File: src/sv/vtp_pkg.sv
// Shared constants for the vertex transform and projection block.
`default_nettype none
package vtp_pkg;
    localparam int COORD_WIDTH_DEF = 32;
    localparam int FRAC_BITS_DEF   = 16;
    localparam int COEF_COUNT      = 12;
    localparam int COEF_IDX_W      = 4;
    localparam int QUEUE_DEPTH     = 2;
    localparam int QUEUE_CNT_W     = 2;
    localparam int ROW_STRIDE      = 3;
    localparam int TRANS_BASE      = 9;
    localparam logic OP_COEF  = 1'b0;
    localparam logic OP_POINT = 1'b1;
endpackage
`default_nettype wire

File: src/sv/vtp_if.sv
// Handshake channels: input items, results, and the distance register write port.
`default_nettype none
interface vtp_in_if #(parameter int W = 32);
    logic                              valid;
    logic                              ready;
    logic                              operation;
    logic [vtp_pkg::COEF_IDX_W-1:0]    coef_index;
    logic signed [W-1:0]               coef_value;
    logic signed [W-1:0]               point_x;
    logic signed [W-1:0]               point_y;
    logic signed [W-1:0]               point_z;
    modport source (output valid, operation, coef_index, coef_value, point_x, point_y,
                    point_z, input ready);
    modport sink (input valid, operation, coef_index, coef_value, point_x, point_y,
                  point_z, output ready);
endinterface


interface vtp_cfg_if #(parameter int W = 32);
    logic                valid;
    logic                ready;
    logic signed [W-1:0] data;
    modport source (output valid, data, input ready);
    modport sink (input valid, data, output ready);
endinterface
`default_nettype wire

File: src/sv/vtp_front.sv
// Front end: takes input beats, keeps the matrix and distance, queues points.
`default_nettype none
module vtp_front #(
    parameter int W = 32,
    parameter int F = 16
) (
    input  wire logic                clk,
    input  wire logic                rst_n,
    vtp_in_if.sink                   in_ch,
    vtp_cfg_if.sink                  cfg,
    output logic                     q_valid,
    input  wire logic                q_ready,
    output logic signed [W-1:0]      q_x,
    output logic signed [W-1:0]      q_y,
    output logic signed [W-1:0]      q_z,
    output logic signed [W-1:0]      matrix [vtp_pkg::COEF_COUNT],
    output logic signed [W-1:0]      proj_dist
);
    import vtp_pkg::*;

    localparam logic [W-1:0] ONE = W'(1) << F;

    logic signed [W-1:0]    matrix_reg [COEF_COUNT];
    logic signed [W-1:0]    proj_dist_reg;
    logic signed [W-1:0]    qx_reg [QUEUE_DEPTH];
    logic signed [W-1:0]    qy_reg [QUEUE_DEPTH];
    logic signed [W-1:0]    qz_reg [QUEUE_DEPTH];
    logic                   wr_ptr_reg, wr_ptr_next;
    logic                   rd_ptr_reg, rd_ptr_next;
    logic [QUEUE_CNT_W-1:0] count_reg, count_next;
    logic                   accept, push, pop, coef_wr;

    // a coefficient write waits until every queued point has read the matrix
    assign in_ch.ready = (in_ch.operation == OP_POINT) ?
                         (count_reg != QUEUE_CNT_W'(QUEUE_DEPTH)) : (count_reg == '0);
    assign accept  = in_ch.valid && in_ch.ready;
    assign push    = accept && (in_ch.operation == OP_POINT);
    assign coef_wr = accept && (in_ch.operation == OP_COEF) &&
                     (in_ch.coef_index < COEF_IDX_W'(COEF_COUNT));
    assign pop     = q_valid && q_ready;
    assign cfg.ready = 1'b1;

    assign wr_ptr_next = push ? ~wr_ptr_reg : wr_ptr_reg;
    assign rd_ptr_next = pop ? ~rd_ptr_reg : rd_ptr_reg;
    always_comb
    begin
        count_next = count_reg;
        if (push && !pop)
        begin
            count_next = count_reg + 1'b1;
        end
        else if (pop && !push)
        begin
            count_next = count_reg - 1'b1;
        end
    end

    assign q_valid   = (count_reg != '0);
    assign q_x       = qx_reg[rd_ptr_reg];
    assign q_y       = qy_reg[rd_ptr_reg];
    assign q_z       = qz_reg[rd_ptr_reg];
    assign matrix    = matrix_reg;
    assign proj_dist = proj_dist_reg;

    always_ff @(posedge clk or negedge rst_n)
    begin
        if (!rst_n)
        begin
            wr_ptr_reg    <= 1'b0;
            rd_ptr_reg    <= 1'b0;
            count_reg     <= '0;
            proj_dist_reg <= ONE;
            for (int i = 0; i < COEF_COUNT; i++)
            begin
                matrix_reg[i] <= (i % 4 == 0) ? ONE : '0;
            end
        end
        else
        begin
            wr_ptr_reg <= wr_ptr_next;
            rd_ptr_reg <= rd_ptr_next;
            count_reg  <= count_next;
            if (cfg.valid)
            begin
                proj_dist_reg <= cfg.data;
            end
            if (coef_wr)
            begin
                matrix_reg[in_ch.coef_index] <= in_ch.coef_value;
            end
        end
    end

    always_ff @(posedge clk)
    begin
        if (push)
        begin
            qx_reg[wr_ptr_reg] <= in_ch.point_x;
            qy_reg[wr_ptr_reg] <= in_ch.point_y;
            qz_reg[wr_ptr_reg] <= in_ch.point_z;
        end
    end

    a_coef_when_drained: assert property (@(posedge clk) disable iff (!rst_n)
        (accept && in_ch.operation == OP_COEF) |-> (count_reg == '0))
        else $error("coefficient write taken with points queued");
    a_count_bound: assert property (@(posedge clk) disable iff (!rst_n)
        count_reg <= QUEUE_CNT_W'(QUEUE_DEPTH))
        else $error("queue count beyond depth");
    a_full_blocks: assert property (@(posedge clk) disable iff (!rst_n)
        (count_reg == QUEUE_CNT_W'(QUEUE_DEPTH)) |-> !push)
        else $error("point taken into a full queue");
endmodule
`default_nettype wire

File: src/flat_wrapper.sv
// flat-port wrapper written by rule: the top's interface ports become plain ports
module vtp_front_flat import vtp_pkg::*;
#(
    parameter int W = 32,
    parameter int F = 16
)
  (clk, rst_n, q_valid, q_ready, q_x, q_y, q_z, matrix, proj_dist, in_ch_valid, in_ch_operation, in_ch_coef_index, in_ch_coef_value, in_ch_point_x, in_ch_point_y, in_ch_point_z, in_ch_ready, cfg_valid, cfg_data, cfg_ready);
  vtp_in_if #(.W(W)) in_ch_i ();
  vtp_cfg_if #(.W(W)) cfg_i ();
  input  wire logic clk;
  input  wire logic rst_n;
  output logic q_valid;
  input  wire logic q_ready;
  output logic signed [W-1:0] q_x;
  output logic signed [W-1:0] q_y;
  output logic signed [W-1:0] q_z;
  output logic signed [W-1:0] matrix[vtp_pkg::COEF_COUNT];
  output logic signed [W-1:0] proj_dist;
  input wire logic [$bits(in_ch_i.valid)-1:0] in_ch_valid;
  input wire logic [$bits(in_ch_i.operation)-1:0] in_ch_operation;
  input wire logic [$bits(in_ch_i.coef_index)-1:0] in_ch_coef_index;
  input wire logic [$bits(in_ch_i.coef_value)-1:0] in_ch_coef_value;
  input wire logic [$bits(in_ch_i.point_x)-1:0] in_ch_point_x;
  input wire logic [$bits(in_ch_i.point_y)-1:0] in_ch_point_y;
  input wire logic [$bits(in_ch_i.point_z)-1:0] in_ch_point_z;
  output wire logic [$bits(in_ch_i.ready)-1:0] in_ch_ready;
  input wire logic [$bits(cfg_i.valid)-1:0] cfg_valid;
  input wire logic [$bits(cfg_i.data)-1:0] cfg_data;
  output wire logic [$bits(cfg_i.ready)-1:0] cfg_ready;
  assign in_ch_i.valid = in_ch_valid;
  assign in_ch_i.operation = in_ch_operation;
  assign in_ch_i.coef_index = in_ch_coef_index;
  assign in_ch_i.coef_value = in_ch_coef_value;
  assign in_ch_i.point_x = in_ch_point_x;
  assign in_ch_i.point_y = in_ch_point_y;
  assign in_ch_i.point_z = in_ch_point_z;
  assign in_ch_ready = in_ch_i.ready;
  assign cfg_i.valid = cfg_valid;
  assign cfg_i.data = cfg_data;
  assign cfg_ready = cfg_i.ready;
  vtp_front #(.W(W), .F(F)) u_core (.clk(clk), .rst_n(rst_n), .in_ch(in_ch_i), .cfg(cfg_i), .q_valid(q_valid), .q_ready(q_ready), .q_x(q_x), .q_y(q_y), .q_z(q_z), .matrix(matrix), .proj_dist(proj_dist));
endmodule
File: config.mk
export PLATFORM = sky130hd
export DESIGN_NAME = vtp_front_flat
export DESIGN_NICKNAME = d
export VERILOG_FILES = /design/src/sv/vtp_pkg.sv /design/src/sv/vtp_if.sv /design/src/sv/vtp_front.sv /design/src/flat_wrapper.sv
export SDC_FILE = /design/constraint.sdc
export NUM_CORES = 1
export LEC_CHECK = 0
export ABC_AREA = 0
export BUFFER_PORTS_ARGS = -buffer_cell sky130_fd_sc_hd__buf_2
export CAP_MARGIN = 25
export CORE_AREA = 8 8 264 266
export CTS_CLUSTER_DIAMETER = 80
export CTS_CLUSTER_SIZE = 24
export DETAILED_ROUTE_END_ITERATION = 10
export DIE_AREA = 0 0 272 274
export PLACE_DENSITY = 0.55
export SLEW_MARGIN = 20
export SYNTH_ARGS = -nofsm -noshare
export SYNTH_HDL_FRONTEND = slang
export SYNTH_SLANG_ARGS = --single-unit
export TNS_END_PERCENT = 30
File: constraint.sdc
create_clock -name clk -period 10.4 [get_ports clk]
set_input_delay 0 -clock clk [delete_from_list [all_inputs] [get_ports clk]]
set_output_delay 0 -clock clk [all_outputs]
set_load 0.01 [all_outputs]
# After elaboration in Yosys (flattened, before gate mapping)
# Memories as Yosys holds them, arrays and structs flattened.
# Cells that the tools add are included.
[word_totals]
regBits = 420
ram_bits = 192
input_bits = 170
wordCells = 50
mem_count = 3
[op_classes]
n_addsub = 2
order_cmp = 3
eq_ne = 1
muxes = 8
n_bitwise = 4
n_reduce_logical = 13
[mem_list]
columns = ["memory", "words", "word_bits", "rd", "rd_clocked_by_memory_dff", "wr", "line_no", "source"]
rows = [
  ["u_core.qx_reg", 2, 32, 1, 0, 1, "vtp_front.sv:25", "logic signed [W-1:0] qx_reg [QUEUE_DEPTH];"],
  ["u_core.qy_reg", 2, 32, 1, 0, 1, "vtp_front.sv:26", "logic signed [W-1:0] qy_reg [QUEUE_DEPTH];"],
  ["u_core.qz_reg", 2, 32, 1, 0, 1, "vtp_front.sv:27", "logic signed [W-1:0] qz_reg [QUEUE_DEPTH];"],
]
[op_table]
columns = ["op", "n"]
rows = [
  ["$bwmux W384", 1],
  ["$demux W32 S4", 1],
  ["$mux W32", 1],
  ["$logic_and A1 B1 Y1", 8],
  ["$ge A5 B5 Y1 const B", 1],
  ["$lt A5 B1 Y1 const B", 1],
  ["$not A4 Y5", 1],
  ["$lt A4 B4 Y1 const B", 1],
  ["$mux W2", 2],
  ["$reduce_bool A2 Y1", 2],
  ["$mux W1", 3],
  ["$not A1 Y1", 3],
  ["$add A2 B1 Y2 const B", 1],
  ["$logic_not A1 Y1", 2],
  ["$logic_not A2 Y1", 1],
  ["$ne A2 B2 Y1 const B", 1],
  ["$sub A2 B1 Y2 const B", 1],
]

# Logic depth before layout (Yosys ltp)
# Gate-level depths: netlist (run 1).
[depth]
ltp_word = 8
depth_mapped = 6
mapped_depth_nobuf = 6

# Least setup slack after synthesis (run 1)
# OpenSTA, ideal clock, no wires.
[synth_path]
path_type = "reg2reg"
startpoint = "register u_core.count_reg[0]"
endpoint = "memory u_core.qx_reg[0][0] (enable)"
setup_ns = 0.563
arrival_time_ns = 5.043
required_time_ns = 9.837
path_slack_ns = 4.794
path_stages_with_launch = 4
period_less_slack_ns = 5.606
path_cell_list = "dfrtp_1 -> nand2b_1 -> and3_1 -> nor2b_1"
[synth_between]
elab_chain_cells = 6
elab_cells_between_ends = 7
classes_between = "1 x eq/ne; 3 x mux; 3 x reduce/logical"
[synth_rtl]
columns = ["item", "line_no", "source"]
rows = [
  ["start: declaration", "vtp_front.sv:30", "logic [QUEUE_CNT_W-1:0] count_reg, count_next;"],
  ["start signal: assignment", "vtp_front.sv:82", "count_reg <= count_next;"],
  ["$ne A2 B2 Y1 or $logic_not A2 Y1 (tied branches)", "vtp_front.sv:35", "(count_reg != QUEUE_CNT_W'(QUEUE_DEPTH)) : (count_reg == '0);"],
  ["$mux W1 (*)", "vtp_front.sv:34", "assign in_ch.ready = (in_ch.operation == OP_POINT) ?"],
  ["$logic_and A1 B1 Y1 (*)", "vtp_front.sv:36", "assign accept = in_ch.valid && in_ch.ready;"],
  ["$logic_and A1 B1 Y1 (*)", "vtp_front.sv:37", "assign push = accept && (in_ch.operation == OP_POINT);"],
  ["net u_core.push", "vtp_front.sv:31", "logic accept, push, pop, coef_wr;"],
  ["$mux W1 (*)", "vtp_front.sv:96", "if (push)"],
  ["$mux W1 (not written as such) (*)", "vtp_front.sv:98", "qx_reg[wr_ptr_reg] <= in_ch.point_x;"],
  ["end: declaration", "vtp_front.sv:25", ""],
]
# Mark *: on every way through the listed nets, which the timed path passes. The rest lies on a longest branch.

# Worst setup path in the final report (run 1)
[layout_path]
startpoint = "register u_core.rd_ptr_reg"
endpoint = "output port q_x[2]"
[layout_between]
elab_chain_cells = 1
[layout_rtl]
columns = ["item", "line_no", "source"]
rows = [
  ["start: declaration", "vtp_front.sv:29", "logic rd_ptr_reg, rd_ptr_next;"],
  ["start signal: assignment", "vtp_front.sv:81", "rd_ptr_reg <= rd_ptr_next;"],
  ["$mem_v2 Z2 W32", "-", ""],
  ["end: declaration", "flat_wrapper.sv:14", "output logic signed [W-1:0] q_x;"],
]
# No other way between the ends.

==> results of run 1 <==
-- worst paths after layout --
check                                                 endpoint  slack, ns  cells past startpoint
max in group asynchronous        u_core.matrix[42]$_DFFE_PN0P_       8.44                      5
worst max-delay path                                    q_x[2]       7.63                      3
worst min-delay path            u_core.matrix[125]$_DFFE_PN0P_       0.04                      2
min in group asynchronous        u_core.matrix[44]$_DFFE_PN0P_       0.07                      2
worst max register to register   u_core.matrix[24]$_DFFE_PN0P_       7.72                      4
worst min register to register    u_core.matrix[0]$_DFFE_PN0P_       0.50                      1
-- synth_stat cells, types with 4 or more instances --
master    instances  area share
edfxtp_1        192        0.25
buf_2            24      0.0052
mux2_1           25       0.012
dfstp_2           4      0.0046
nand3_4           9      0.0069
buf_6            16      0.0078
mux2_2          457        0.22
dfrtp_1         416        0.45
clkbuf_1         41      0.0067
mux2_4           30       0.020
and2b_1           4      0.0013
-- cell families after synthesis --
family                     Yosys count
AOI/OAI and AO/OA                    1
buffers and inverters               88
and+or+nand+nor                     26
DFF                                612
adders and majority gates            1
muxes                              512
xor gates and xnor gates             5
other                                1
-- power groups by stage --
stage	sequential, mW	combinational [mW]	clock, mW
after floorplan	3.43	0.761	0
final	3.22	1.93	1.50
after CTS	3.22	1.97	1.56
after global placement	3.25	1.89	0
after global routing	3.28	2.05	1.63
after detailed placement	3.26	1.91	0
-- area by class of cell --
type	count	area [sq um]
Tap cell	864	1080
Clock inverter	9	114
Sequential cell	612	16300
Antenna cell	6	15.0
Multi-Input combinational cell	546	6250
Fill cell	5924	35400
Timing Repair Buffer	857	5210
Inverter	1	3.75
Clock buffer	46	960
-- routing by layer --
metal  routed length (um)  part of all wire  GRT usage
met2                36600              0.49      0.324
met4                 2040             0.027     0.0504
met5                   26           0.00035          0
met1                29200              0.39      0.232
met3                 6410             0.086     0.0684
-- worst max-delay path, delay by kind of cell (launching register included) --
kind                   cells  cell delay (ns)
DFF                        1             0.72
muxes                      1             0.46
buffers and inverters      2             0.97
-- what timing repair did --
action,in CTS,in global routing
setup buffers,0,0
hold endpoints to repair,688,0
hold buffers,163,0
==> flow_summary.ini, run 1 <==
[placed_design]
dp_slack_ns = 7.62
io_buffers = 683
place_hpwl_um = 54500
dp_cells = 2716
gp_congestion = 0.809
placedInstanceArea_sq_um = 27200

[synth]
synth_xor_area_frac = 0.00190
synth_compound_area_frac = 0.000326
yosys_warnings = 0
ys_types = 30
synth_top_family_by_area = multiplexers
post_synth_inst_count = 1246
async_flop_share = 0.686
synthAdderAreaFrac = 0.000544
synth_seq_cells = 612
synthesis.area_sq_um = 23000
syn_area_per_cell_sq_um = 18.5
synth_flop_cell = dfrtp_1
synth.area.mux_share = 0.255
synth_edf_count = 192
synth_nets = 1417
synth-simple-area-share = 0.0129
synth_seq_area_share = 0.708

[final_layout]
drive_above_1_share = 0.603
nets = 2223
stdcell_area_sq_um = 29900
fin_cells = 2941
final_cell_mix = 682 x buf_2, 457 x mux2_2, 415 x dfrtp_1
final_util = 0.458
final_common_cell = buf_2
area_growth_pct = 30.0
largest_register_ffs = 384

[timing]
hold_viol = 0
rsz0062_at_grt = false
skew_ns = 0.0203
setup-tns-final_ns = 0
post-route-period-util = 0.266
worst_slew_pin_slew_ns = 0.958
setup_ws_ns = 7.63
relSlewSlack = 0.361
finalSetupViolations = 0
fin_crit_ns = 2.77
drv_slew = 0
timing.fmax_mhz = 361
hold_slack_ns = 0.0411

[setup_path]
required_ns = 10.40
rr_startpoint = u_core.count_reg[0]$_DFFE_PN0P_
cpPeakStageDelay_ns = 0.82
crit_chain = buf_4 > mux2_2 > buf_2
end_kind = primary output
path_class = register to primary output
critPathArrivalTime_ns = 2.77
crit_start = u_core.rd_ptr_reg$_DFFE_PN0P_
cp-start-kind = register
worstPathMaxFanout = 68
critical-path-slowest-cell = buf_4

[clock_network]
clk_latency_ns = 0.56
clockBufferDepth = 3
clock-sinks = 612
cts_tree = yes
cts.repair.resized = 0
path_clk_slew_ns = 0.09
cts_made_buffers = 34
htreeDepth = 2
cts_root_buf = clkbuf_16

[routing]
vias_per_cell = 4.74
via_count = 13943
ant_nets = 0
drt-total-wl_um = 74300
dr.pass1.iters = 4
avgRoutedWirePerCell_um = 25.3
drt_iter0_drc = 596
drc = 0

[floorplan]
start_util = 0.353
core-area_sq_um = 65300
ios = 685
core.rowCount = 94
dieArea_sq_um = 74500
fp.dieW_um = 272
die_h_um = 274

[grt]
grtUsageTotal = 0.192
grt_pass1_vias = 14850
grt_start_max_net_pins = 149
overflow = 0
grt_pass1_wl_um = 107000
antenna_found_initial = 6

[pwr]
powerDensity_nw_per_um2 = 222
fin_total_pwr_mw = 6.64
switching_share = 0.315
comb_power_share = 0.290
ir_drop_v = 0.000155
seq_power_share = 0.485
p_leak_nw = 14.8
switchingPower_mw = 2.09
internal-power_mw = 4.55
power_frac_clock = 0.225

[run]
max_cap_viol_count = 0

[outcome]
status = complete, no violations

[min_path]
hp-class = primary input to register
min_from = in_ch_coef_value[29]
Power figures use the tool's default switching activity.
==> run 2, diff against run 1 <==
--- a/config.mk
+++ b/config.mk
@@ -5,15 +5,15 @@
 export SDC_FILE = /design/constraint.sdc
 export NUM_CORES = 1
 export LEC_CHECK = 0
-export ABC_AREA = 0
+export ABC_AREA = 1
 export BUFFER_PORTS_ARGS = -buffer_cell sky130_fd_sc_hd__buf_2
 export CAP_MARGIN = 25
-export CORE_AREA = 8 8 264 266
+export CORE_MARGIN = 8
+export CORE_UTILIZATION = 40
 export CTS_CLUSTER_DIAMETER = 80
 export CTS_CLUSTER_SIZE = 24
 export DETAILED_ROUTE_END_ITERATION = 10
-export DIE_AREA = 0 0 272 274
-export PLACE_DENSITY = 0.55
+export PLACE_DENSITY = 0.63
 export SLEW_MARGIN = 20
 export SYNTH_ARGS = -nofsm -noshare
 export SYNTH_HDL_FRONTEND = slang
==> constraint.sdc (replaced) <==
create_clock -name clk -period 2.4 [get_ports clk]
set_input_delay 0 -clock clk [delete_from_list [all_inputs] [get_ports clk]]
set_output_delay 0 -clock clk [all_outputs]
set_load 0.01 [all_outputs]
==> run 2 against run 1 <==
  * Total power rose to 4.6 times the previous value
  * Critical path depth up 6
  * Die area down 6.8%
  * Sequential share of layout area down 2.8 points
  * Utilization up 6.4 points
==> flow_summary.ini, run 2 <==
[timing]
fin_crit_ns = 2.25
worst_slew_pin_slew_ns = 0.929
hold_viol = 0
relSlewSlack = 0.381
skew_ns = 0.0178
drv_slew = 0
finalSetupViolations = 0
timing.fmax_mhz = 444
hold_slack_ns = 0.0441
setup-tns-final_ns = 0
post-route-period-util = 0.939
rsz0062_at_grt = false

[synth]
synth_edf_count = 192
post_synth_inst_count = 2364
synth_xor_area_frac = 0.00107
synth.area.mux_share = 0.0147
synthesis.area_sq_um = 24500
synth_seq_cells = 612
synth_nets = 2535
async_flop_share = 0.686
synth_area_leaders = dfrtp_1 42%, edfxtp_1 24%, nand2_1 16%, nand4_1 9.8%, clkbuf_1 1.6%
synth_compound_area_frac = 0.00107
synthTopCellsByCount = 1,071 x nand2_1, 416 x dfrtp_1, 384 x nand4_1, 192 x edfxtp_1, 107 x clkbuf_1
synth_area_leader_cell = dfrtp_1
synth_seq_area_share = 0.664
yosys_warnings = 0
synth_flop_cell = dfrtp_1
yosysMostFrequentCell = nand2_1
syn_area_per_cell_sq_um = 10.4
synthAdderAreaFrac = 0.000510
synthDominantCellAreaShare = 0.425
ys_types = 25
synth-simple-area-share = 0.269
synth_top_family_by_area = simple AND/OR/NAND/NOR gates

[final_layout]
largest_register_ffs = 384
final_common_cell = nand2_1
final_cell_mix = 1,070 x nand2_1, 682 x buf_2, 415 x dfrtp_1
drive_above_1_share = 0.279
final_util = 0.522
nets = 3282
area_growth_pct = 28.8
fin_cells = 3924
stdcell_area_sq_um = 31600

[grt]
grtUsageTotal = 0.258
overflow = 0
grt_start_max_net_pins = 181
antenna_found_initial = 6
grt_pass1_wl_um = 139000
grt_pass1_vias = 21212

[routing]
drt-total-wl_um = 93000
dr.pass1.iters = 6
drt_iter0_drc = 1781
drc = 0
via_count = 21111
dr_wl_met2_um = 45800
wl_met1_um = 34200
ant_nets = 0
dr_wl_met3_um = 8740
avgRoutedWirePerCell_um = 23.7
vias_per_cell = 5.38
top_layer = met5

[clock_network]
cts_root_buf = clkbuf_16
clk_latency_ns = 0.58
cts_tree = yes
path_clk_slew_ns = 0.10
cts_made_buffers = 35
clockBufferDepth = 3
clock-sinks = 612
postCtsSetupRepairBufs = 0
htreeDepth = 2

[setup_path]
required_ns = 2.85
cp-start-kind = register
critPathArrivalTime_ns = 2.71
worstPathMaxFanout = 4
rrSetupSlack_ns = 0.15
path_class = register to register
end_kind = register

[run]
max_cap_viol_count = 0

[outcome]
status = complete, no violations

[pwr]
p_leak_nw = 16.5
ir_drop_v = 0.000881
powerDensity_nw_per_um2 = 959

[floorplan]
start_util = 0.405
fp.dieW_um = 264
dieArea_sq_um = 69500
die_h_um = 264
core-area_sq_um = 60500
ios = 685
core.rowCount = 90

[placed_design]
place_hpwl_um = 64300
placedInstanceArea_sq_um = 28800
gp_congestion = 0.863
io_buffers = 683
dp_cells = 3688

[min_path]
hp-class = primary input to asynchronous set/reset pin
==> run 2: cell types whose count changed in the layout (fill, tap and decap cells not counted), moves of 9 or more <==
| cell | change |
|---|---|
| nand2_1 | +1069 |
| mux2_2 | -425 |
| nand4_1 | +384 |
| buf_4 | +43 |
| mux2_4 | -30 |
| mux2_1 | -25 |
| buf_12 | +24 |
| nand3_2 | +12 |
| nand3_4 | -9 |
| nor2_4 | +9 |
==> run 2: path summary, 6_finish.rpt <==
path                                                 start                        endpoint  depth (start not counted)
max in group asynchronous                            rst_n  u_core.matrix[240]$_DFFE_PN1P_                          3
hold / removal                                       rst_n   u_core.matrix[79]$_DFFE_PN0P_                          3
setup reg to reg           u_core.count_reg[0]$_DFFE_PN0P_   u_core.wr_ptr_reg$_DFFE_PN0P_                          9
setup / recovery           u_core.count_reg[0]$_DFFE_PN0P_   u_core.wr_ptr_reg$_DFFE_PN0P_                          9
hold reg to reg             u_core.matrix[175]$_DFFE_PN0P_  u_core.matrix[175]$_DFFE_PN0P_                          2
min in group clk                               in_ch_valid   u_core.qx_reg[1][7]$_DFFE_PP_                          5
==> run 2: where the power goes <==
part           leakage, nW  switching, mW  internal (mW)
clock                0.529           3.67           2.91
sequential            7.32           1.24           12.8
combinational         8.66           6.33           3.28
total                 16.5           11.2           19.0
==> run 2: timing repair <==
action,4_1_cts,5_1_grt
resized for setup,0,0
hold endpoints to repair,894,0
hold buffers,168,0
==> run 2: cells by family (layout without fill, tap and decap cells) <==
| group | after synthesis | after routing |
|---|---|---|
| buffers and inverters | 230 | 1004 |
| muxes | 32 | 32 |
| DFF | 612 | 612 |
| and+or+nand+nor | 1482 | 1482 |
| xor gates and xnor gates | 3 | 3 |
| adders and majority gates | 1 | 1 |
| other | 1 | 5 |
| AOI/OAI and AO/OA | 3 | 3 |
==> run 2: area by class of cell <==
class                           instances  area (sq um)
Fill cell                            5309         28900
Sequential cell                       612         16300
Antenna cell                            4          10.0
Clock inverter                         12           154
Multi-Input combinational cell       1522          7120
Inverter                               13          52.6
Clock buffer                           52           950
Timing Repair Buffer                  927          6020
Tap cell                              782           978
==> run 2: layer usage <==
layer / global-route usage / vias to the layer above
met5: 0 / -
met4: 0.115 / 4
met3: 0.0748 / 192
met2: 0.439 / 1127
met1: 0.302 / 10310
li1: - / 9478
==> run 2: critical path, stage by stage (launching register included) <==
cell	delay, ns
dfrtp_1	0.40
inv_2	0.07
nand2_1	0.06
nand2_1	0.09
nor2_4	0.21
nand2_4	0.08
dlygate4sd3_1	0.57
nand2_1	0.06
nand2_1	0.05
dlygate4sd3_1	0.56
==> run 2: through the flow <==
step	power, mW	setup slack, ns
floorplan	18.9	-0.488
global placement	23.5	0.483
detailed placement	23.7	0.446
CTS	30.5	0.170
global route	31.8	0.0157
finish	30.3	0.146
